===== src/rtl/core/tftc_pkg.sv =====
// ----------------------------------------------------------------------------
// tftc_pkg
// Types, codes and sizes shared by the TFTP flash transfer control block.
// ----------------------------------------------------------------------------
package tftc_pkg;

   localparam int BLOCK_BYTES  = 512;
   localparam int FUNC_W       = 16;
   localparam int BLOCK_W      = 16;
   localparam int PAY_W        = 10;
   localparam int ADDR_W       = 25;
   localparam int CSR_INDEX_W  = 8;
   localparam int CSR_DATA_W   = ADDR_W;
   // full byte address of a block before it is cut to the flash width
   localparam int FULL_W       = BLOCK_W + $clog2(BLOCK_BYTES);
   localparam int CMP_W        = (FULL_W > ADDR_W) ? FULL_W : ADDR_W;

   localparam logic [FUNC_W-1:0] OP_RRQ  = 16'd1;
   localparam logic [FUNC_W-1:0] OP_WRQ  = 16'd2;
   localparam logic [FUNC_W-1:0] OP_DATA = 16'd3;
   localparam logic [FUNC_W-1:0] OP_ACK  = 16'd4;

   localparam logic [CSR_INDEX_W-1:0] CSR_FLASH_END     = 8'd0;
   localparam logic [CSR_INDEX_W-1:0] CSR_UPLOAD_ENABLE = 8'd1;
   localparam logic [CSR_INDEX_W-1:0] CSR_VERIFY_ONLY   = 8'd2;

   localparam logic [ADDR_W-1:0] FLASH_END_RESET = 25'd131071;

   typedef enum logic [2:0] {
      KIND_NONE  = 3'd0,
      KIND_ACK   = 3'd1,
      KIND_DATA  = 3'd2,
      KIND_ERROR = 3'd3,
      KIND_FINAL = 3'd4
   } kind_type;

   typedef enum logic [1:0] {
      LOADER_KEEP    = 2'd0,
      LOADER_STOP    = 2'd1,
      LOADER_RESTART = 2'd2,
      LOADER_START   = 2'd3
   } loader_type;

   typedef enum logic [2:0] {
      CLS_RRQ,
      CLS_WRQ,
      CLS_DATA,
      CLS_ACK,
      CLS_ERR
   } cls_type;

   typedef struct packed {
      logic [FUNC_W-1:0]  func;
      logic [BLOCK_W-1:0] block_number;
      logic [PAY_W-1:0]   payload_length;
   } req_type;

   typedef struct packed {
      kind_type           reply_kind;
      logic [BLOCK_W-1:0] reply_block;
      logic [ADDR_W-1:0]  flash_address;
      logic               write_enable;
      logic [PAY_W-1:0]   pad_start;
      logic               last_block;
      loader_type         loader_command;
      logic               retry_fetch;
   } rsp_type;

   typedef struct packed {
      logic [ADDR_W-1:0] flash_end;
      logic              upload_enable;
      logic              verify_only;
   } cfg_type;

   // classified packet handed from the front to the back
   typedef struct packed {
      cls_type            cls;
      logic [BLOCK_W-1:0] block_number;
      logic [PAY_W-1:0]   pad_start;
      logic               short_block;
   } cmd_type;

endpackage


===== src/rtl/core/tftp_flash_transfer_control.sv =====
// ----------------------------------------------------------------------------
// tftp_flash_transfer_control
// Reply sequencer for a TFTP flash bootloader: one decision per packet header.
// ----------------------------------------------------------------------------
// A header waits in the command queue, is decided, and its result is held in the result queue.
// Throughput: one header per cycle while neither queue is full, set by the decision stage.
// Each side has a two-entry queue, so either side may stall alone.
// Synchronous reset clears the queues and transfer state and loads register
// defaults; no clearing pass is needed.
module tftp_flash_transfer_control
   import tftc_pkg::*;
(
   input  logic                   clock,
   input  logic                   reset,
   input  logic                   req_push,
   output logic                   req_full,
   input  req_type                req_data,
   output logic                   rsp_empty,
   input  logic                   rsp_pop,
   output rsp_type                rsp_data,
   input  logic                   csr_valid,
   output logic                   csr_ready,
   input  logic [CSR_INDEX_W-1:0] csr_index,
   input  logic [CSR_DATA_W-1:0]  csr_data
);

   cfg_type cfg;
   logic    cmd_push;
   cmd_type cmd_in;
   logic    cmd_full;
   logic    cmd_empty;
   logic    cmd_pop;
   cmd_type cmd_out;

   assign req_full = cmd_full;

   tftc_csr u_csr (
      .clock     (clock),
      .reset     (reset),
      .csr_valid (csr_valid),
      .csr_ready (csr_ready),
      .csr_index (csr_index),
      .csr_data  (csr_data),
      .cfg       (cfg)
   );

   tftc_front u_front (
      .req_push   (req_push),
      .req_data   (req_data),
      .queue_full (cmd_full),
      .cfg        (cfg),
      .cmd_push   (cmd_push),
      .cmd        (cmd_in)
   );

   tftc_cmd_queue u_cmd_queue (
      .clock     (clock),
      .reset     (reset),
      .push      (cmd_push),
      .push_data (cmd_in),
      .full      (cmd_full),
      .pop       (cmd_pop),
      .empty     (cmd_empty),
      .pop_data  (cmd_out)
   );

   tftc_back u_back (
      .clock     (clock),
      .reset     (reset),
      .cfg       (cfg),
      .cmd_empty (cmd_empty),
      .cmd       (cmd_out),
      .cmd_pop   (cmd_pop),
      .rsp_empty (rsp_empty),
      .rsp_pop   (rsp_pop),
      .rsp_data  (rsp_data)
   );

endmodule


===== src/rtl/core/tftc_csr.sv =====
// ----------------------------------------------------------------------------
// tftc_csr
// Configuration registers, written through a valid/ready channel.
// ----------------------------------------------------------------------------
module tftc_csr
   import tftc_pkg::*;
(
   input  logic                   clock,
   input  logic                   reset,
   input  logic                   csr_valid,
   output logic                   csr_ready,
   input  logic [CSR_INDEX_W-1:0] csr_index,
   input  logic [CSR_DATA_W-1:0]  csr_data,
   output cfg_type                cfg
);

   cfg_type cfg_ff;

   assign csr_ready = 1'b1;
   assign cfg       = cfg_ff;

   always_ff @(posedge clock) begin
      if (reset) begin
         cfg_ff.flash_end     <= FLASH_END_RESET;
         cfg_ff.upload_enable <= 1'b1;
         cfg_ff.verify_only   <= 1'b0;
      end else if (csr_valid) begin
         unique case (csr_index)
            CSR_FLASH_END:     cfg_ff.flash_end     <= csr_data;
            CSR_UPLOAD_ENABLE: cfg_ff.upload_enable <= csr_data[0];
            CSR_VERIFY_ONLY:   cfg_ff.verify_only   <= csr_data[0];
            default: ;
         endcase
      end
   end

endmodule


===== src/rtl/core/tftc_front.sv =====
// ----------------------------------------------------------------------------
// tftc_front
// Decodes the opcode of each packet header and saturates its payload length.
// ----------------------------------------------------------------------------
module tftc_front
   import tftc_pkg::*;
(
   input  logic    req_push,
   input  req_type req_data,
   input  logic    queue_full,
   input  cfg_type cfg,
   output logic    cmd_push,
   output cmd_type cmd
);

   logic over_block;

   assign cmd_push   = req_push && !queue_full;
   assign over_block = 32'(req_data.payload_length) > 32'(BLOCK_BYTES);

   always_comb begin
      cmd.block_number = req_data.block_number;
      cmd.pad_start    = over_block ? PAY_W'(BLOCK_BYTES) : req_data.payload_length;
      cmd.short_block  = 32'(cmd.pad_start) < 32'(BLOCK_BYTES);
      unique case (req_data.func)
         OP_RRQ:  cmd.cls = cfg.upload_enable ? CLS_RRQ : CLS_ERR;
         OP_ACK:  cmd.cls = cfg.upload_enable ? CLS_ACK : CLS_ERR;
         OP_WRQ:  cmd.cls = CLS_WRQ;
         OP_DATA: cmd.cls = CLS_DATA;
         default: cmd.cls = CLS_ERR;
      endcase
   end

endmodule


===== src/rtl/core/tftc_cmd_queue.sv =====
// ----------------------------------------------------------------------------
// tftc_cmd_queue
// Two-entry queue of classified packets between front and back.
// ----------------------------------------------------------------------------
module tftc_cmd_queue
   import tftc_pkg::*;
(
   input  logic    clock,
   input  logic    reset,
   input  logic    push,
   input  cmd_type push_data,
   output logic    full,
   input  logic    pop,
   output logic    empty,
   output cmd_type pop_data
);

   cmd_type    mem_ff [2];
   logic       wr_ptr_ff, wr_ptr_in;
   logic       rd_ptr_ff, rd_ptr_in;
   logic [1:0] count_ff, count_in;

   assign full     = count_ff == 2'd2;
   assign empty    = count_ff == 2'd0;
   assign pop_data = mem_ff[rd_ptr_ff];

   always_comb begin
      wr_ptr_in = wr_ptr_ff ^ push;
      rd_ptr_in = rd_ptr_ff ^ pop;
      count_in  = count_ff + 2'(push) - 2'(pop);
   end

   always_ff @(posedge clock) begin
      if (reset) begin
         wr_ptr_ff <= 1'b0;
         rd_ptr_ff <= 1'b0;
         count_ff  <= 2'd0;
      end else begin
         wr_ptr_ff <= wr_ptr_in;
         rd_ptr_ff <= rd_ptr_in;
         count_ff  <= count_in;
      end
   end

   always_ff @(posedge clock) begin
      if (push) begin
         mem_ff[wr_ptr_ff] <= push_data;
      end
   end

endmodule


===== src/rtl/core/tftc_back.sv =====
// ----------------------------------------------------------------------------
// tftc_back
// Transfer state and reply decision, with a two-entry result queue.
// ----------------------------------------------------------------------------
module tftc_back
   import tftc_pkg::*;
(
   input  logic    clock,
   input  logic    reset,
   input  cfg_type cfg,
   input  logic    cmd_empty,
   input  cmd_type cmd,
   output logic    cmd_pop,
   output logic    rsp_empty,
   input  logic    rsp_pop,
   output rsp_type rsp_data
);

   logic               upload_mode_ff, upload_mode_in;
   logic [BLOCK_W-1:0] blocks_done_ff, blocks_done_in;
   logic               finished_ff, finished_in;

   rsp_type    res_ff [2];
   logic       wr_ptr_ff, rd_ptr_ff;
   logic [1:0] count_ff;

   rsp_type            res;
   logic               in_window;
   logic               same_block;
   logic               send;
   logic               err;
   logic [BLOCK_W-1:0] blk_prev;
   logic [FULL_W-1:0]  data_base;
   logic [FULL_W-1:0]  send_base;
   logic               past_end;

   assign cmd_pop   = !cmd_empty && (count_ff != 2'd2);
   assign rsp_empty = count_ff == 2'd0;
   assign rsp_data  = res_ff[rd_ptr_ff];

   always_comb begin
      in_window  = (cmd.block_number >= blocks_done_ff) &&
                   ({1'b0, cmd.block_number} <= ({1'b0, blocks_done_ff} + 17'd1));
      same_block = cmd.block_number == blocks_done_ff;
      blk_prev   = cmd.block_number - BLOCK_W'(1);
      data_base  = FULL_W'(blk_prev) * FULL_W'(BLOCK_BYTES);
      // a read request restarts at block zero, an ack sends the block after it
      send_base  = (cmd.cls == CLS_RRQ) ? '0 : FULL_W'(cmd.block_number) * FULL_W'(BLOCK_BYTES);
      past_end   = CMP_W'(send_base) > CMP_W'(cfg.flash_end);
   end

   always_comb begin
      res            = '0;
      res.reply_kind = KIND_NONE;
      res.loader_command = LOADER_KEEP;
      upload_mode_in = upload_mode_ff;
      blocks_done_in = blocks_done_ff;
      finished_in    = finished_ff;
      send           = 1'b0;
      err            = 1'b0;

      unique case (cmd.cls)
         CLS_RRQ: begin
            upload_mode_in     = 1'b1;
            blocks_done_in     = '0;
            finished_in        = 1'b0;
            res.loader_command = LOADER_STOP;
            send               = 1'b1;
         end
         CLS_ACK: begin
            if (!upload_mode_ff || !in_window) begin
               err = 1'b1;
            end else begin
               blocks_done_in = cmd.block_number;
               send           = 1'b1;
            end
         end
         CLS_WRQ: begin
            upload_mode_in = 1'b0;
            blocks_done_in = '0;
            finished_in    = 1'b0;
            res.reply_kind = KIND_ACK;
         end
         CLS_DATA: begin
            res.loader_command = LOADER_STOP;
            if (upload_mode_ff || !in_window) begin
               err = 1'b1;
            end else if (same_block) begin
               // duplicate: acknowledge again, leave state alone
               res.reply_kind  = KIND_ACK;
               res.reply_block = cmd.block_number;
            end else begin
               res.flash_address = ADDR_W'(data_base);
               res.write_enable  = !cfg.verify_only;
               res.pad_start     = cmd.pad_start;
               if (cmd.short_block) begin
                  finished_in        = 1'b1;
                  res.last_block     = 1'b1;
                  res.loader_command = LOADER_START;
               end
               blocks_done_in  = cmd.block_number;
               res.reply_kind  = KIND_ACK;
               res.reply_block = cmd.block_number;
            end
         end
         default: begin
            err = 1'b1;
         end
      endcase

      if (send) begin
         if (finished_in) begin
            res.loader_command = LOADER_RESTART;
            res.reply_kind     = KIND_NONE;
         end else begin
            res.reply_block = blocks_done_in + BLOCK_W'(1);
            if (past_end) begin
               res.reply_kind = KIND_FINAL;
               finished_in    = 1'b1;
            end else begin
               res.reply_kind    = KIND_DATA;
               res.flash_address = ADDR_W'(send_base);
               blocks_done_in    = blocks_done_in + BLOCK_W'(1);
            end
         end
      end

      if (err) begin
         res.reply_kind    = KIND_ERROR;
         res.reply_block   = '0;
         res.flash_address = '0;
         res.write_enable  = 1'b0;
         res.pad_start     = '0;
         res.last_block    = 1'b0;
         res.retry_fetch   = cfg.verify_only;
      end
   end

   always_ff @(posedge clock) begin
      if (reset) begin
         upload_mode_ff <= 1'b0;
         blocks_done_ff <= '0;
         finished_ff    <= 1'b0;
         wr_ptr_ff      <= 1'b0;
         rd_ptr_ff      <= 1'b0;
         count_ff       <= 2'd0;
      end else begin
         if (cmd_pop) begin
            upload_mode_ff <= upload_mode_in;
            blocks_done_ff <= blocks_done_in;
            finished_ff    <= finished_in;
         end
         wr_ptr_ff <= wr_ptr_ff ^ cmd_pop;
         rd_ptr_ff <= rd_ptr_ff ^ (rsp_pop && !rsp_empty);
         count_ff  <= count_ff + 2'(cmd_pop) - 2'(rsp_pop && !rsp_empty);
      end
   end

   always_ff @(posedge clock) begin
      if (cmd_pop) begin
         res_ff[wr_ptr_ff] <= res;
      end
   end

endmodule


===== config.mk =====
export PLATFORM = sky130hd
export DESIGN_NAME = tftp_flash_transfer_control
export DESIGN_NICKNAME = d
export VERILOG_FILES = /design/src/rtl/core/tftc_pkg.sv /design/src/rtl/core/tftp_flash_transfer_control.sv /design/src/rtl/core/tftc_csr.sv /design/src/rtl/core/tftc_front.sv /design/src/rtl/core/tftc_cmd_queue.sv /design/src/rtl/core/tftc_back.sv
export SDC_FILE = /design/constraint.sdc
export NUM_CORES = 1
export LEC_CHECK = 0
export BUFFER_PORTS_ARGS = -buffer_cell sky130_fd_sc_hd__buf_2
export CORE_MARGIN = 4
export CORE_UTILIZATION = 40
export DETAILED_ROUTE_END_ITERATION = 7
export SYNTH_ARGS = -nofsm -noshare
export SYNTH_HDL_FRONTEND = slang
export SYNTH_SLANG_ARGS = --single-unit

===== constraint.sdc =====
create_clock -name clock -period 8.3 [get_ports clock]
set_clock_uncertainty 0.05 [all_clocks]
set_input_delay 0.83 -clock clock [delete_from_list [all_inputs] [get_ports clock]]
set_output_delay 0.83 -clock clock [all_outputs]
set_load 0.01 [all_outputs]

[Yosys cells after proc, flatten, opt, wreduce, memory -nomap -nowiden]
Memories as Yosys holds them, arrays and structs flattened. A register that Yosys moved wholly into a read port is not among the register bits.
Cells that the tools add are included.
Storage, ports and cells
  register bits after elaboration: 53
  memory bits (writable): 178
  input port bits: 80
  word-level logic and storage cells: 110
  memories kept: 2
Cells by class
  $add $sub $neg: 7
  $lt $le $gt $ge: 5
  eq/ne operators: 12
  multiplexer cells: 46
  bitwise logic cells: 4
  reductions and logical operators: 22
Memories
  u_back.res_ff: depth 2, width 59, rd ports 1, clocked after Yosys merged registers in 1, wr ports 1, RTL line tftc_back.sv:23  | rsp_type res_ff [2];
  u_cmd_queue.mem_ff: depth 2, width 30, rd ports 1, clocked after Yosys merged registers in 1, wr ports 1, RTL line tftc_cmd_queue.sv:18  | cmd_type mem_ff [2];
Operators with widths (number)
  56-bit two-way mux: 2
  16-bit two-way mux: 6
  53-bit two-way mux: 1
  25-bit two-way mux: 2
  16-bit one-hot mux with 3 select lines: 1
  44-bit two-way mux: 1
  41-bit two-way mux: 1
  39-bit two-way mux: 1
  16-bit by 2-bit == test with 1-bit output (second input constant): 2
  25-bit > comparator: 1
  16-bit by 1-bit adder with 17-bit output (second input constant): 1
  16-bit by 17-bit less-or-equal comparator with 1-bit output: 1
  16-bit by 1-bit adder with 16-bit output (second input constant): 1
  16-bit by 1-bit == test with 1-bit output (second input constant): 1
  16-bit == test: 1
  16-bit by 3-bit == test with 1-bit output (second input constant): 1
  16-bit >= comparator: 1
  1-bit two-way mux: 16
  16-bit by 1-bit subtractor with 16-bit output (second input constant): 1
  3-bit two-way mux: 5
  3-bit one-hot mux with 4 select lines: 1
  10-bit > comparator (second input constant): 1
  10-bit < comparator (second input constant): 1
  10-bit two-way mux: 1
  other kinds (22): 45

[Depth between registers and ports, before layout]
Gate-level depths: netlist of run 1.
  word-level depth: 11
  gate-level depth with buffers: 21
  mapped depth without buffers: 19

[Modules after synthesis]
A second synthesis of run 1 with hierarchy kept.
Second synthesis, totals
  cell total of the unflattened synthesis: 1045
  area total of the unflattened synthesis: 11707.5 um2
Modules (own cells, without submodules)
  tftc_back: instances 1, cells an instance 767, area an instance 7860.0 um2, sequential area each 3443.3 um2
  tftc_cmd_queue: instances 1, cells an instance 112, area an instance 2373.5 um2, sequential area each 1881.8 um2
  tftc_csr: instances 1, cells an instance 123, area an instance 1177.4 um2, sequential area each 540.5 um2
  tftc_front: instances 1, cells an instance 43, area an instance 296.5 um2, sequential area each 0.0 um2

[Worst setup path after synthesis of run 1]
No wires, ideal clock.
  path kind: reg2reg
  start point: register, netlist name u_cmd_queue.rd_ptr_ff
  end point: memory u_back.res_ff[0][46] in the netlist's numbering (data pin)
  setup time: 0.277 ns
  arrival time: 4.893 ns
  data required time: 7.973 ns
  path slack: 3.081 ns
  cell stages (with the launch flop): 20
  buffers on the path: 4
  period minus slack after synthesis: 5.219 ns
  cell sequence: dfxtp_1 > clkbuf_1 > buf_2 > buf_2 > mux2i_1 > inv_1 > ha_1 > nand4_1 > nor4_4 > nor3_2 > and3_1 > buf_6 > or4_4 > o221a_1 > inv_1 > ha_1 > o21ai_1 > nor4_1 > xor2_1 > o22ai_1
RTL lines (RTL line)
  to (decl): tftc_back.sv:23

==> metrics.md, run 1 <==
| Metric | Value |
|---|---|
| Area growth, synth to finish | `16.8%` |
| Highest metal layer with signal wires | `met4` |
| Flops & latches, synth | `213` |
| Pleak | `0.00490 uW` |
| Post-synth top flop | `sky130_fd_sc_hd__edfxtp_1` |
| Die outline width | `176 um` |
| Pin count of the biggest net entering global routing | `52` |
| Cell Count, Final, Fillers Out | `1,551` |
| Final setup slack of the worst path | `1.79 ns` |
| Share of post-route cells with drive strength above 1 | `22.5%` |
| 1st-pass router iterations | `5` |
| Clock sink count | `213` |
| Area of the mapped netlist | `11,300 sq um` |
| Routed wire length | `31.3 mm` |
| Pwr/cell area | `288 nW/um^2` |
| Floorplan row count | `61` |
| Total CTS buffers | `25` |
| N_diodes | `0` |
| Clock Tree Buf Depth | `3` |
| Multi-input gate area | `5010 sq um` |
| Sum of negative setup slack | `0 ns` |
| Synth warn | `0` |
| Required time of the critical path | `8.66 ns` |
| Number of endpoints with negative hold slack in the final report | `0` |
| Worst-Skew Late Latency | `0.53 ns` |
| Number of design rule violations left after detail routing | `0` |
| Top-level port count | `142` |
| Starting density of the core | `40.7%` |
| Result of the run | `finished, final reports clean` |
| Storage element area | `5870 sq um` |
| Routed wire length on met3 | `1.83 mm` |
| Multiplexer area fraction after synthesis | `8.60%` |
| Number of setup violations in the final report | `0` |
| Post-route fraction of the period consumed by the critical path | `78.4%` |
| Clock root buffer master | `sky130_fd_sc_hd__clkbuf_16` |
| Mean instance size in the synthesized netlist | `11.1 sq um` |
| Overflow left after global routing | `0` |
| H-tree lvl count | `1` |
| Kind of end point of the critical path | `flip-flop` |
| Adder and majority gate portion of the synthesized area | `6.51%` |
| Combinational family with the most area after synthesis | `simple AND/OR/NAND/NOR gates` |
| Vias in the first global route | `8,175` |
| Biggest area contributors in the synthesized netlist | `sky130_fd_sc_hd__edfxtp_1 (42%), sky130_fd_sc_hd__dfxtp_1 (9.4%), sky130_fd_sc_hd__ha_1 (6.5%), sky130_fd_sc_hd__mux2_2 (5.1%), sky130_fd_sc_hd__mux2i_1 (3.5%)` |
| Class of the tightest hold or removal check | `reg -> reg` |
| Normalized max-slew margin | `29.6%` |
| Data arrival time at the worst-slack endpoint | `6.87 ns` |
| Worst setup SP type | `flip-flop` |
| Antenna Nets Post-Route | `0` |
| Placed cells | `1,506` |
| Post-cts gate resize count | `0` |
| Final-report max-slew violation count | `0` |
| Sequential fraction of the synthesis area | `51.8%` |
| Area share of the largest cell type after synthesis | `42.4%` |
| Die outline height | `176 um` |
| Number of antenna violations at the first check in global routing | `0` |
| Routed wire length per instance | `20.2 um` |
| Number of DRC violations after detailed-routing iteration 0 | `682` |
| Gate Count Post-Synth | `1,017` |
| Complex-gate fraction of the synthesized area | `11.1%` |
| Routed length on met2 | `15.1 mm` |
| Area of the die | `31,100 sq um` |
| Clock-pin slew of the registers on the worst-case setup and hold paths | `0.06 ns` |
| Number of hold-repair buffers added at the cts stage | `0` |
| Crit Path Class | `reg -> reg` |
| Clock tree from TritonCTS | `done` |
| Core Area | `27,900 sq um` |
| Tmin final | `6.51 ns` |
| Library cell with the largest summed area after synthesis | `sky130_fd_sc_hd__edfxtp_1` |
| Hold Worst Slack | `0.442 ns` |
| # fillers | `2,585` |
| Unrepaired setup endpoints after global routing | `false` |
| Xor and xnor fraction of the mapped netlist area | `3.17%` |
| Met1 Wirelength | `13.6 mm` |
| Peak VDD IR | `0.000138 V` |
| Unique cell type count in the Yosys netlist | `74` |
| Setup slack after placement | `1.92 ns` |
| Drt via density | `5.36` |
| Total routing usage reported by global routing | `19.7%` |
| FMAX | `0.154 GHz` |
| Max Fanout on Critical Path | `38` |
| Net total in the final layout | `1,294` |
| Detailed-route via count | `8,319` |
| Transition time at the pin with the least slew margin | `1.06 ns` |
| Routability Congestion | `0.908` |
| Number of buffers inserted to repair setup after CTS | `0` |
| Post-synthesis share of cell area spent on and, or, nand and nor gates | `14.4%` |
| Ys async rst share | `0%` |
| DPL Wire Length | `22.7 mm` |
| Number of max-cap violations | `0` |
| Number of buffers added on ports | `131` |
| Global-route wire length before repair | `47.5 mm` |
| Number of enable-type register cells in the synthesized netlist | `160` |
registers in the layout (all words and copies together) (netlist names):
name,cells
u_cmd_queue.wr_ptr_ff,1
u_back.wr_ptr_ff,1
u_back.res_ff,100
u_cmd_queue.rd_ptr_ff,1
u_cmd_queue.count_ff,2
u_cmd_queue.mem_ff,60
u_back.rd_ptr_ff,1
u_back.count_ff,2
u_csr.cfg,27
u_back.finished_ff,1
u_back.upload_mode_ff,1
u_back.blocks_done_ff,16
worst max-delay path, cell delays in order (launching register included):
cell and delay (ns):
sky130_fd_sc_hd__dfxtp_2 1.03, sky130_fd_sc_hd__mux2i_1 0.83, sky130_fd_sc_hd__inv_1 0.27, sky130_fd_sc_hd__ha_1 0.37, sky130_fd_sc_hd__nand4_1 0.28, sky130_fd_sc_hd__nor4_4 0.59, sky130_fd_sc_hd__nor3_2 0.14, sky130_fd_sc_hd__and3_1 0.26
sky130_fd_sc_hd__or4_4 0.70, sky130_fd_sc_hd__o221a_1 0.37, sky130_fd_sc_hd__inv_1 0.09, sky130_fd_sc_hd__ha_1 0.16, sky130_fd_sc_hd__o21ai_1 0.30, sky130_fd_sc_hd__nor3_1 0.55, sky130_fd_sc_hd__nand3b_1 0.14, sky130_fd_sc_hd__a32o_1 0.27
layout make-up:
type,count,area share [%]
tap,378,3.57
clock inverter,17,1.32
sequential,213,44.3
inverter,65,1.84
clock buffer,28,4.81
timing repair buffer,155,6.31
multi-input combinational,695,37.8
cells by family (layout without fill, tap and decap cells):
kind of cell             count (synthesis)  count (layout)
AO/OA/AOI/OAI                          183             183
XOR/XNOR                                41              41
adder cells (fa/ha/maj)                 59              59
buffers and inverters                  117             265
flip-flops                             213             213
multiplexers                            91              91
other                                    2              10
AND/OR/NAND/NOR                        311             311
routing by layer:
layer / global-route usage (%) / vias up
li1: - / 4035
met4: 5.00 / 0
met3: 3.45 / 49
met2: 33.5 / 260
met5: 0 / -
met1: 26.2 / 3975
placed cells by master, fill, tap and decap left out, types with 11 or more instances in the layout:
cell	n
sky130_fd_sc_hd__a21o_1	11
sky130_fd_sc_hd__nor2b_1	24
sky130_fd_sc_hd__edfxtp_1	160
sky130_fd_sc_hd__o22ai_1	21
sky130_fd_sc_hd__a21oi_1	32
sky130_fd_sc_hd__o21ai_0	33
sky130_fd_sc_hd__clkbuf_16	25
sky130_fd_sc_hd__nand4_1	23
sky130_fd_sc_hd__inv_1	64
sky130_fd_sc_hd__ha_1	57
sky130_fd_sc_hd__buf_2	131
sky130_fd_sc_hd__dfxtp_1	51
sky130_fd_sc_hd__buf_4	24
sky130_fd_sc_hd__nor2_1	100
sky130_fd_sc_hd__xor2_1	12
sky130_fd_sc_hd__a211o_1	23
sky130_fd_sc_hd__nand3_1	31
sky130_fd_sc_hd__nand2_1	48
sky130_fd_sc_hd__nor4_1	14
sky130_fd_sc_hd__mux2_2	51
sky130_fd_sc_hd__mux2i_1	40
sky130_fd_sc_hd__nor3_1	24
sky130_fd_sc_hd__xnor2_1	29
synth_stat cells (4+ instances only):
cell type / count
sky130_fd_sc_hd__a32o_1: 4
sky130_fd_sc_hd__o21a_1: 5
sky130_fd_sc_hd__o21ai_0: 33
sky130_fd_sc_hd__mux2i_1: 40
sky130_fd_sc_hd__mux2_2: 51
sky130_fd_sc_hd__a31oi_1: 8
sky130_fd_sc_hd__buf_4: 10
sky130_fd_sc_hd__clkbuf_1: 27
sky130_fd_sc_hd__a211o_1: 23
sky130_fd_sc_hd__a211oi_1: 5
sky130_fd_sc_hd__buf_2: 5
sky130_fd_sc_hd__ha_1: 59
sky130_fd_sc_hd__nor3_1: 25
sky130_fd_sc_hd__and3_1: 10
sky130_fd_sc_hd__nor4_1: 14
sky130_fd_sc_hd__nand4_1: 23
sky130_fd_sc_hd__nor2_1: 100
sky130_fd_sc_hd__xnor2_1: 29
sky130_fd_sc_hd__nand3_1: 31
sky130_fd_sc_hd__xor2_1: 12
sky130_fd_sc_hd__edfxtp_1: 160
sky130_fd_sc_hd__inv_1: 64
sky130_fd_sc_hd__dfxtp_1: 53
sky130_fd_sc_hd__buf_1: 8
sky130_fd_sc_hd__a21oi_1: 32
sky130_fd_sc_hd__a22oi_1: 5
sky130_fd_sc_hd__nor2b_1: 24
sky130_fd_sc_hd__a21o_1: 11
sky130_fd_sc_hd__o22ai_1: 21
sky130_fd_sc_hd__o32ai_1: 5
sky130_fd_sc_hd__nand2b_1: 6
sky130_fd_sc_hd__nand2_1: 48
report_power, final:
part	leakage, uW	internal (uW)	switching, uW
Combinational	0.00259	474	791
Clock	0.000378	646	441
Sequential	0.00194	1380	80.6
per-stage QoR:
step	area, sq um	total power, uW	util [%]
2_1_floorplan	11400	2250	-
3_3_place_gp	12400	2770	44.6
3_5_place_dp	12400	2770	44.6
4_1_cts	13200	3850	47.5
5_1_grt	13200	4020	47.5
6_report	13200	3810	47.5
final timing paths:
| kind | from | to | slack, ns | cells past startpoint |
|---|---|---|---|---|
| worst max-delay path | u_cmd_queue.rd_ptr_ff$_SDFF_PP0_ | u_back.blocks_done_ff[14]$_SDFFE_PP0P_ | 1.79 | 15 |
| worst min-delay path | u_csr.cfg[20]$_SDFFE_PP0P_ | u_csr.cfg[20]$_SDFFE_PP0P_ | 0.44 | 2 |
| worst max register to register | u_cmd_queue.rd_ptr_ff$_SDFF_PP0_ | u_back.blocks_done_ff[14]$_SDFFE_PP0P_ | 1.79 | 15 |
| worst min register to register | u_csr.cfg[20]$_SDFFE_PP0P_ | u_csr.cfg[20]$_SDFFE_PP0P_ | 0.44 | 2 |
Note: power is estimated with default switching activity, not from simulation.
==> run 2: changes to the inputs <==
==> constraint.sdc (replaced) <==
create_clock -name clock -period 6.1 [get_ports clock]
set_clock_uncertainty 0.05 [all_clocks]
set_input_delay 0.61 -clock clock [delete_from_list [all_inputs] [get_ports clock]]
set_output_delay 0.61 -clock clock [all_outputs]
set_load 0.01 [all_outputs]
==> run 2 against run 1 <==
Sequential power increased by 36%. Total power increased by 35%. Clock power increased by 29%.
==> metrics.md, run 2 (synthesis gave the netlist of run 1 again) <==
| Metric | Value |
|---|---|
| Result of the run | `finished, final reports clean` |
| Starting density of the core | `40.7%` |
| N_diodes | `0` |
| Delay of the slowest cell on the worst path | `0.79 ns` |
| Crit path cell chain | `mux2i_1 -> buf_4 -> inv_1 -> ha_1 -> nand4_1 -> nor4_1 -> nor4_1 -> a21o_1 -> or4_4 -> o221a_1 -> inv_1 -> ha_1 -> o21ai_1 -> nor4_1 -> xnor2_1 -> o22ai_1` |
| Number of buffers inserted to repair setup after CTS | `0` |
| Number of max-cap violations | `0` |
| Detailed-route via count | `8,578` |
| Vias in the first global route | `8,260` |
| Routed wire length | `32.1 mm` |
| Global-route wire length before repair | `48.1 mm` |
| DPL Wire Length | `23.7 mm` |
| Crit Path Class | `reg -> reg` |
| Peak VDD IR | `0.000215 V` |
| Hold Path Sink | `u_cmd_queue.mem_ff[0][20]$_DFFE_PP_` |
| Number of setup violations in the final report | `0` |
| Post-route fraction of the period consumed by the critical path | `87.3%` |
| Pwr/cell area | `386 nW/um^2` |
| Clock-pin slew of the registers on the worst-case setup and hold paths | `0.06 ns` |
| Net total in the final layout | `1,312` |
| Number of hold-repair buffers added at the cts stage | `0` |
| Area growth, synth to finish | `17.9%` |
| Routability Congestion | `0.996` |
| Hold-critical path depth | `1` |
| Floorplan row count | `61` |
| Sum of negative setup slack | `0 ns` |
| Worst setup SP type | `flip-flop` |
| Number of design rule violations left after detail routing | `0` |
| Power spent charging and discharging nets | `1760 uW` |
| FMAX | `0.188 GHz` |
| # fillers | `2,549` |
| Flop2flop setup slack | `0.78 ns` |
| Class of the tightest hold or removal check | `in -> reg` |
| Pleak | `0.00500 uW` |
| Worst-Skew Late Latency | `0.52 ns` |
| Die outline height | `176 um` |
| Die outline width | `176 um` |
| Max FFs per register | `100` |
| Max Fanout on Critical Path | `27` |
| Launch instance of the worst min-delay path | `req_data[19]` |
| Total CTS buffers | `24` |
| Total routing usage reported by global routing | `20.0%` |
| Clock share of power | `27.4%` |
| Length in cells of the worst reg-to-reg path | `16` |
| Number of buffers added on ports | `131` |
| Portion of total power attributed to sequential cells | `38.3%` |
| Data arrival time at the worst-slack endpoint | `5.51 ns` |
| Kind of end point of the critical path | `flip-flop` |
| Highest-count cells in the layout ignoring fill and taps | `sky130_fd_sc_hd__edfxtp_1 (160), sky130_fd_sc_hd__buf_2 (131), sky130_fd_sc_hd__nor2_1 (100)` |
| Number of DRC violations after detailed-routing iteration 0 | `771` |
| Cell seen most often among critical-path stages | `sky130_fd_sc_hd__nor4_1` |
| Worst path top cell family by delay | `simple AND/OR/NAND/NOR gates` |
| Count of buffering cells on the critical path with inverters included | `3` |
| Leading cell type in the layout, fill and taps excluded | `sky130_fd_sc_hd__edfxtp_1` |
| Slowest stage cell on the critical path | `sky130_fd_sc_hd__dfxtp_2` |
| Top-level port count | `142` |
| Area of the die | `31,100 sq um` |
| Required time of the critical path | `6.28 ns` |
| Cell Int Power | `3400 uW` |
| Portion of total power attributed to combinational logic | `34.3%` |
| 1st-pass router iterations | `5` |
| Number of endpoints with negative hold slack in the final report | `0` |
| Overflow left after global routing | `0` |
| Pin count of the biggest net entering global routing | `51` |
| Most flops, register | `u_back.res_ff` |
| Unrepaired setup endpoints after global routing | `false` |
| Drt via density | `5.47` |
| Normalized max-slew margin | `25.9%` |
| Antenna Nets Post-Route | `0` |
| Routed wire length per instance | `20.5 um` |
| Clock Tree Buf Depth | `3` |
| Transition time at the pin with the least slew margin | `1.11 ns` |
| Tmin final | `5.32 ns` |
| Clock sink count | `213` |
| Number of antenna violations at the first check in global routing | `1` |
| Final Power | `5160 uW` |
| Startpoint of the lowest-slack register-to-register path | `u_cmd_queue.rd_ptr_ff$_SDFF_PP0_` |
| Core Area | `27,900 sq um` |
| Clock tree from TritonCTS | `done` |
| Critical register-to-register path endpoint | `u_back.res_ff[1][52]$_DFFE_PP_` |
| Share of post-route cells with drive strength above 1 | `23.6%` |
| Post-cts gate resize count | `0` |
| Net switching fraction of the power | `34.1%` |
| Final-report max-slew violation count | `0` |
| Clock root buffer master | `sky130_fd_sc_hd__clkbuf_16` |
| H-tree lvl count | `1` |
run 2: changes by cell type in the layout (fill, tap and decap cells not counted), sizes merged:
cell and delta:
clkinv -2, buf +19, inv -1, clkbuf +7
clkinvlp -4, bufinv -2
run 2: per-stage QoR:
step | utilization (%) | area (sq um) | hold WS, ns | setup slack (ns) | instances
2_1_floorplan | - | 11400 | 0.395 | 0.881 | 1025
3_3_place_gp | 45.1 | 12600 | 0.426 | 0.947 | 1525
3_5_place_dp | 45.1 | 12600 | 0.437 | 0.845 | 1525
4_1_cts | 48.0 | 13400 | 0.221 | 0.834 | 1568
5_1_grt | 48.0 | 13400 | 0.230 | 0.359 | 1568
6_report | 48.0 | 13400 | 0.239 | 0.777 | 1568
run 2: worst max-delay path by stage:
stage                                               start                              to  slack [ns]  cells past startpoint
floorplan                u_cmd_queue.rd_ptr_ff$_SDFF_PP0_  u_back.res_ff[0][46]$_DFFE_PP_        0.88                     19
global placement         u_cmd_queue.rd_ptr_ff$_SDFF_PP0_  u_back.res_ff[0][52]$_DFFE_PP_        0.95                     16
detailed placement       u_cmd_queue.rd_ptr_ff$_SDFF_PP0_  u_back.res_ff[0][46]$_DFFE_PP_        0.84                     16
CTS                      u_cmd_queue.rd_ptr_ff$_SDFF_PP0_  u_back.res_ff[1][46]$_DFFE_PP_        0.83                     16
global route        u_back.blocks_done_ff[2]$_SDFFE_PP0P_  u_back.res_ff[1][52]$_DFFE_PP_        0.36                     18
finish                   u_cmd_queue.rd_ptr_ff$_SDFF_PP0_  u_back.res_ff[1][52]$_DFFE_PP_        0.78                     16
run 2: cell type report:
| cell class | count | area (sq um) | area share, % |
|---|---|---|---|
| timing repair buffer | 174 | 978 | 7.32 |
| clock buffer | 35 | 723 | 5.41 |
| tap | 378 | 473 | 3.54 |
| sequential | 213 | 5870 | 43.9 |
| inverter | 65 | 244 | 1.83 |
| clock inverter | 8 | 66.3 | 0.496 |
| multi-input combinational | 695 | 5010 | 37.5 |
run 2: power groups by stage:
| stage | sequential, uW | combinational [uW] | clock [uW] |
|---|---|---|---|
| final | 1980 | 1770 | 1410 |
| after floorplan | 1950 | 1110 | 0 |
| after global routing | 2000 | 1920 | 1500 |
| after global placement | 2000 | 1780 | 0 |
| after detailed placement | 2010 | 1780 | 0 |
| after CTS | 1980 | 1790 | 1440 |
run 2: worst register-to-register path, delay by kind of cell, from the launching register on:
family	cells	cell delay, ns
buffers and inverters	3	0.46
AO/OA/AOI/OAI	4	1.03
flip-flops	1	0.79
XOR/XNOR	1	0.16
multiplexers	1	0.29
AND/OR/NAND/NOR	5	1.77
adder cells (fa/ha/maj)	2	0.48
run 2: routing by layer:
metal | up-vias | GRT usage (%) | part of all wire (%)
li1 | 4081 | - | -
met1 | 4145 | 28.2 | 45
met2 | 304 | 31.9 | 46
met3 | 46 | 3.85 | 7.2
met4 | 2 | 5.46 | 2.3
met5 | - | 0 | 0.025
==> run 3: changes to the inputs <==
--- a/config.mk
+++ b/config.mk
@@ -11,4 +11,5 @@
 export DETAILED_ROUTE_END_ITERATION = 7
 export SYNTH_ARGS = -nofsm -noshare
 export SYNTH_HDL_FRONTEND = slang
+export SYNTH_HIERARCHICAL = 1
 export SYNTH_SLANG_ARGS = --single-unit
==> run 3 against run 2 <==
Synthesized cell count increased by 2.8%. Global-route usage is 1.6 points lower. Register-to-register slack better by 0.08 ns. Clock power increased by 3%. Critical endpoint is now u_back/res_ff[1][54]$_DFFE_PP_. Final area rose by 0.23%. First-iteration DRC count shrank 9.5%. Flip-flop and latch count is the same. Count of clock-buffer cells in the layout decreased by 2. Worst hold slack about the same. Final cell count is 0.70% lower.
==> metrics.md, run 3 <==
| Metric | Value |
|---|---|
| Result of the run | `finished, final reports clean` |
| Peak VDD IR | `0.000246 V` |
| Top cells by count, synth | `sky130_fd_sc_hd__edfxtp_1 (160), sky130_fd_sc_hd__mux2_2 (81), sky130_fd_sc_hd__nor2_1 (80)` |
| Tmin final | `5.25 ns` |
| Clock tree from TritonCTS | `done` |
| Storage element area | `5870 sq um` |
| Flops & latches, synth | `213` |
| Transition time at the pin with the least slew margin | `0.821 ns` |
| Number of buffers added on ports | `131` |
| Max FFs per register | `100` |
| Highest-count cells in the layout ignoring fill and taps | `sky130_fd_sc_hd__edfxtp_1 (160), sky130_fd_sc_hd__buf_2 (131), sky130_fd_sc_hd__mux2_2 (81)` |
| Sum of negative setup slack | `0 ns` |
| Area of the mapped netlist | `11,700 sq um` |
| Kind of end point of the critical path | `flip-flop` |
| Number of DRC violations after detailed-routing iteration 0 | `698` |
| Fraction of the core area covered by cells at the end of the flow | `46.5%` |
| Antenna Nets Post-Route | `0` |
| Routed wire length per instance | `19.2 um` |
| Number of buffers inserted to repair setup after CTS | `0` |
| Final-report max-slew violation count | `0` |
| Normalized max-slew margin | `45.1%` |
| Post-cts gate resize count | `0` |
| Final Power | `5130 uW` |
| Vias in the first global route | `8,349` |
| Clock sink count | `213` |
| Multi-input gate area | `5280 sq um` |
| Max Fanout on Critical Path | `17` |
| Cell with the most instances after synthesis | `sky130_fd_sc_hd__edfxtp_1` |
| FMAX | `0.191 GHz` |
| Die outline height | `179 um` |
| Clock Tree Buf Depth | `3` |
| Required time of the critical path | `6.31 ns` |
| Layout Cell Area excl Fill | `13,400 sq um` |
| Class of the tightest hold or removal check | `in -> reg` |
| Unique cell type count in the Yosys netlist | `76` |
| Number of max-cap violations | `0` |
| Area after detailed placement | `12,600 sq um` |
| Clock root buffer master | `sky130_fd_sc_hd__clkbuf_16` |
| Most flops, register | `u_back/res_ff` |
| Routed wire length | `29.9 mm` |
| Sequential fraction of the synthesis area | `50.1%` |
| Core Area | `28,800 sq um` |
| Number of enable-type register cells in the synthesized netlist | `160` |
| Pin count of the biggest net entering global routing | `58` |
| Number of antenna violations at the first check in global routing | `2` |
| Data arrival time at the worst-slack endpoint | `5.46 ns` |
| Share of post-route cells with drive strength above 1 | `24.4%` |
| Library cell with the largest summed area after synthesis | `sky130_fd_sc_hd__edfxtp_1` |
| Clock-pin slew of the registers on the worst-case setup and hold paths | `0.06 ns` |
| Detailed-route via count | `8,411` |
| Pwr/cell area | `383 nW/um^2` |
| Biggest area contributors in the synthesized netlist | `sky130_fd_sc_hd__edfxtp_1 (41%), sky130_fd_sc_hd__dfxtp_1 (9.1%), sky130_fd_sc_hd__mux2_2 (7.8%), sky130_fd_sc_hd__ha_1 (6.3%), sky130_fd_sc_hd__nor2_1 (2.6%)` |
| Number of design rule violations left after detail routing | `0` |
| Floorplan row count | `62` |
| Pleak | `0.00490 uW` |
| Drt via density | `5.40` |
| Net total in the final layout | `1,293` |
| Crit Path Class | `reg -> reg` |
| Area growth, synth to finish | `14.4%` |
| Total routing usage reported by global routing | `18.5%` |
| Ys async rst share | `0%` |
| Worst setup SP type | `flip-flop` |
| Setup slack after placement | `0.887 ns` |
| Routability Congestion | `0.943` |
| Post-route fraction of the period consumed by the critical path | `86.0%` |
| Synth warn | `6` |
| Global-route wire length before repair | `46.6 mm` |
| DPL Wire Length | `21.1 mm` |
| Area share of the largest cell type after synthesis | `41.0%` |
| Post-synth top flop | `sky130_fd_sc_hd__edfxtp_1` |
| # fillers | `2,688` |
| Leading cell type in the layout, fill and taps excluded | `sky130_fd_sc_hd__edfxtp_1` |
| Flop2flop setup slack | `0.85 ns` |
| Worst-Skew Late Latency | `0.52 ns` |
| 1st-pass router iterations | `6` |
| Area of the die | `32,100 sq um` |
| Die outline width | `179 um` |
| Total CTS buffers | `24` |
| Top-level port count | `142` |
| Number of setup violations in the final report | `0` |
| Final setup slack of the worst path | `0.853 ns` |
| Overflow left after global routing | `0` |
| Number of endpoints with negative hold slack in the final report | `0` |
| Gate Count Post-Synth | `1,045` |
| Mean instance size in the synthesized netlist | `11.2 sq um` |
| Number of hold-repair buffers added at the cts stage | `0` |
| H-tree lvl count | `1` |
| Unrepaired setup endpoints after global routing | `false` |
| Starting density of the core | `40.7%` |
run 3: cell count changes after synthesis, moves of 15 or more:
cell,change
sky130_fd_sc_hd__buf_4,+16
sky130_fd_sc_hd__and2_1,+17
sky130_fd_sc_hd__a211o_1,-23
sky130_fd_sc_hd__nand2_1,+16
sky130_fd_sc_hd__o22ai_1,-20
sky130_fd_sc_hd__inv_1,-15
sky130_fd_sc_hd__nor2_1,-20
sky130_fd_sc_hd__mux2_2,+30
run 3: power breakdown:
| part | leakage [uW] | switching [uW] | internal (uW) |
|---|---|---|---|
| sequential | 0.00194 | 78.4 | 1910 |
| clock | 0.000389 | 557 | 890 |
| combinational | 0.00258 | 1030 | 660 |
| total | 0.00490 | 1670 | 3460 |
run 3: final cells by class:
class                           instances  share of cell area (%)
Timing Repair Buffer                  148                    5.85
Sequential cell                       213                    43.8
Tap cell                              384                    3.59
Multi-Input combinational cell        717                    39.4
Clock inverter                         11                   0.934
Antenna cell                            1                  0.0187
Inverter                               50                    1.40
Clock buffer                           33                    5.00
run 3: critical path: stages, from the launching register on:
cell	delay (ns)
sky130_fd_sc_hd__dfxtp_1	0.64
sky130_fd_sc_hd__buf_4	0.32
sky130_fd_sc_hd__mux2_2	0.51
sky130_fd_sc_hd__ha_1	0.37
sky130_fd_sc_hd__nand4_1	0.14
sky130_fd_sc_hd__nor3_1	0.06
sky130_fd_sc_hd__a2111oi_0	0.41
sky130_fd_sc_hd__o211a_1	0.32
sky130_fd_sc_hd__o211a_4	0.32
sky130_fd_sc_hd__nand3_1	0.14
sky130_fd_sc_hd__nand2_1	0.20
sky130_fd_sc_hd__ha_1	0.24
sky130_fd_sc_hd__inv_1	0.07
sky130_fd_sc_hd__a21oi_1	0.31
sky130_fd_sc_hd__nand3_1	0.24
sky130_fd_sc_hd__or3_1	0.38
sky130_fd_sc_hd__a32o_1	0.28
run 3: routing by layer:
| metal | wire [um] | up-vias | track usage [%] |
|---|---|---|---|
| met2 | 13100 | 328 | 28.9 |
| met4 | 848 | 2 | 5.37 |
| met1 | 13900 | 3974 | 26.4 |
| met3 | 2060 | 62 | 3.14 |
| met5 | 7 | - | 0 |
| li1 | - | 4045 | - |
run 3: cells by family (layout without fill, tap and decap cells):
logic type	Yosys count	after routing	synth area share, %
adder cells (fa/ha/maj)	59	59	6.31
AO/OA/AOI/OAI	174	174	10.7
AND/OR/NAND/NOR	334	334	15.1
multiplexers	109	109	10.2
flip-flops	213	213	50.1
XOR/XNOR	31	31	2.44
buffers and inverters	123	242	5.12
other	2	11	0.0641
run 3: stage by stage:
| stage | hold slack, ns | cells |
|---|---|---|
| after detailed placement | 0.418 | 1512 |
| after global placement | 0.411 | 1512 |
| final | 0.239 | 1557 |
| after global routing | 0.224 | 1556 |
| after CTS | 0.215 | 1556 |
| after floorplan | 0.399 | 1053 |
run 3: path summary, 6_finish.rpt:
| check | startpoint | endpoint | depth (start not counted) |
|---|---|---|---|
| setup / recovery | u_cmd_queue/rd_ptr_ff$_SDFF_PP0_ | u_back/res_ff[1][54]$_DFFE_PP_ | 16 |
| hold / removal | req_data[14] | u_cmd_queue/mem_ff[0][15]$_DFFE_PP_ | 1 |
| setup reg to reg | u_cmd_queue/rd_ptr_ff$_SDFF_PP0_ | u_back/res_ff[1][54]$_DFFE_PP_ | 16 |
| hold reg to reg | u_csr/cfg[20]$_SDFFE_PP0P_ | u_csr/cfg[20]$_SDFFE_PP0P_ | 2 |
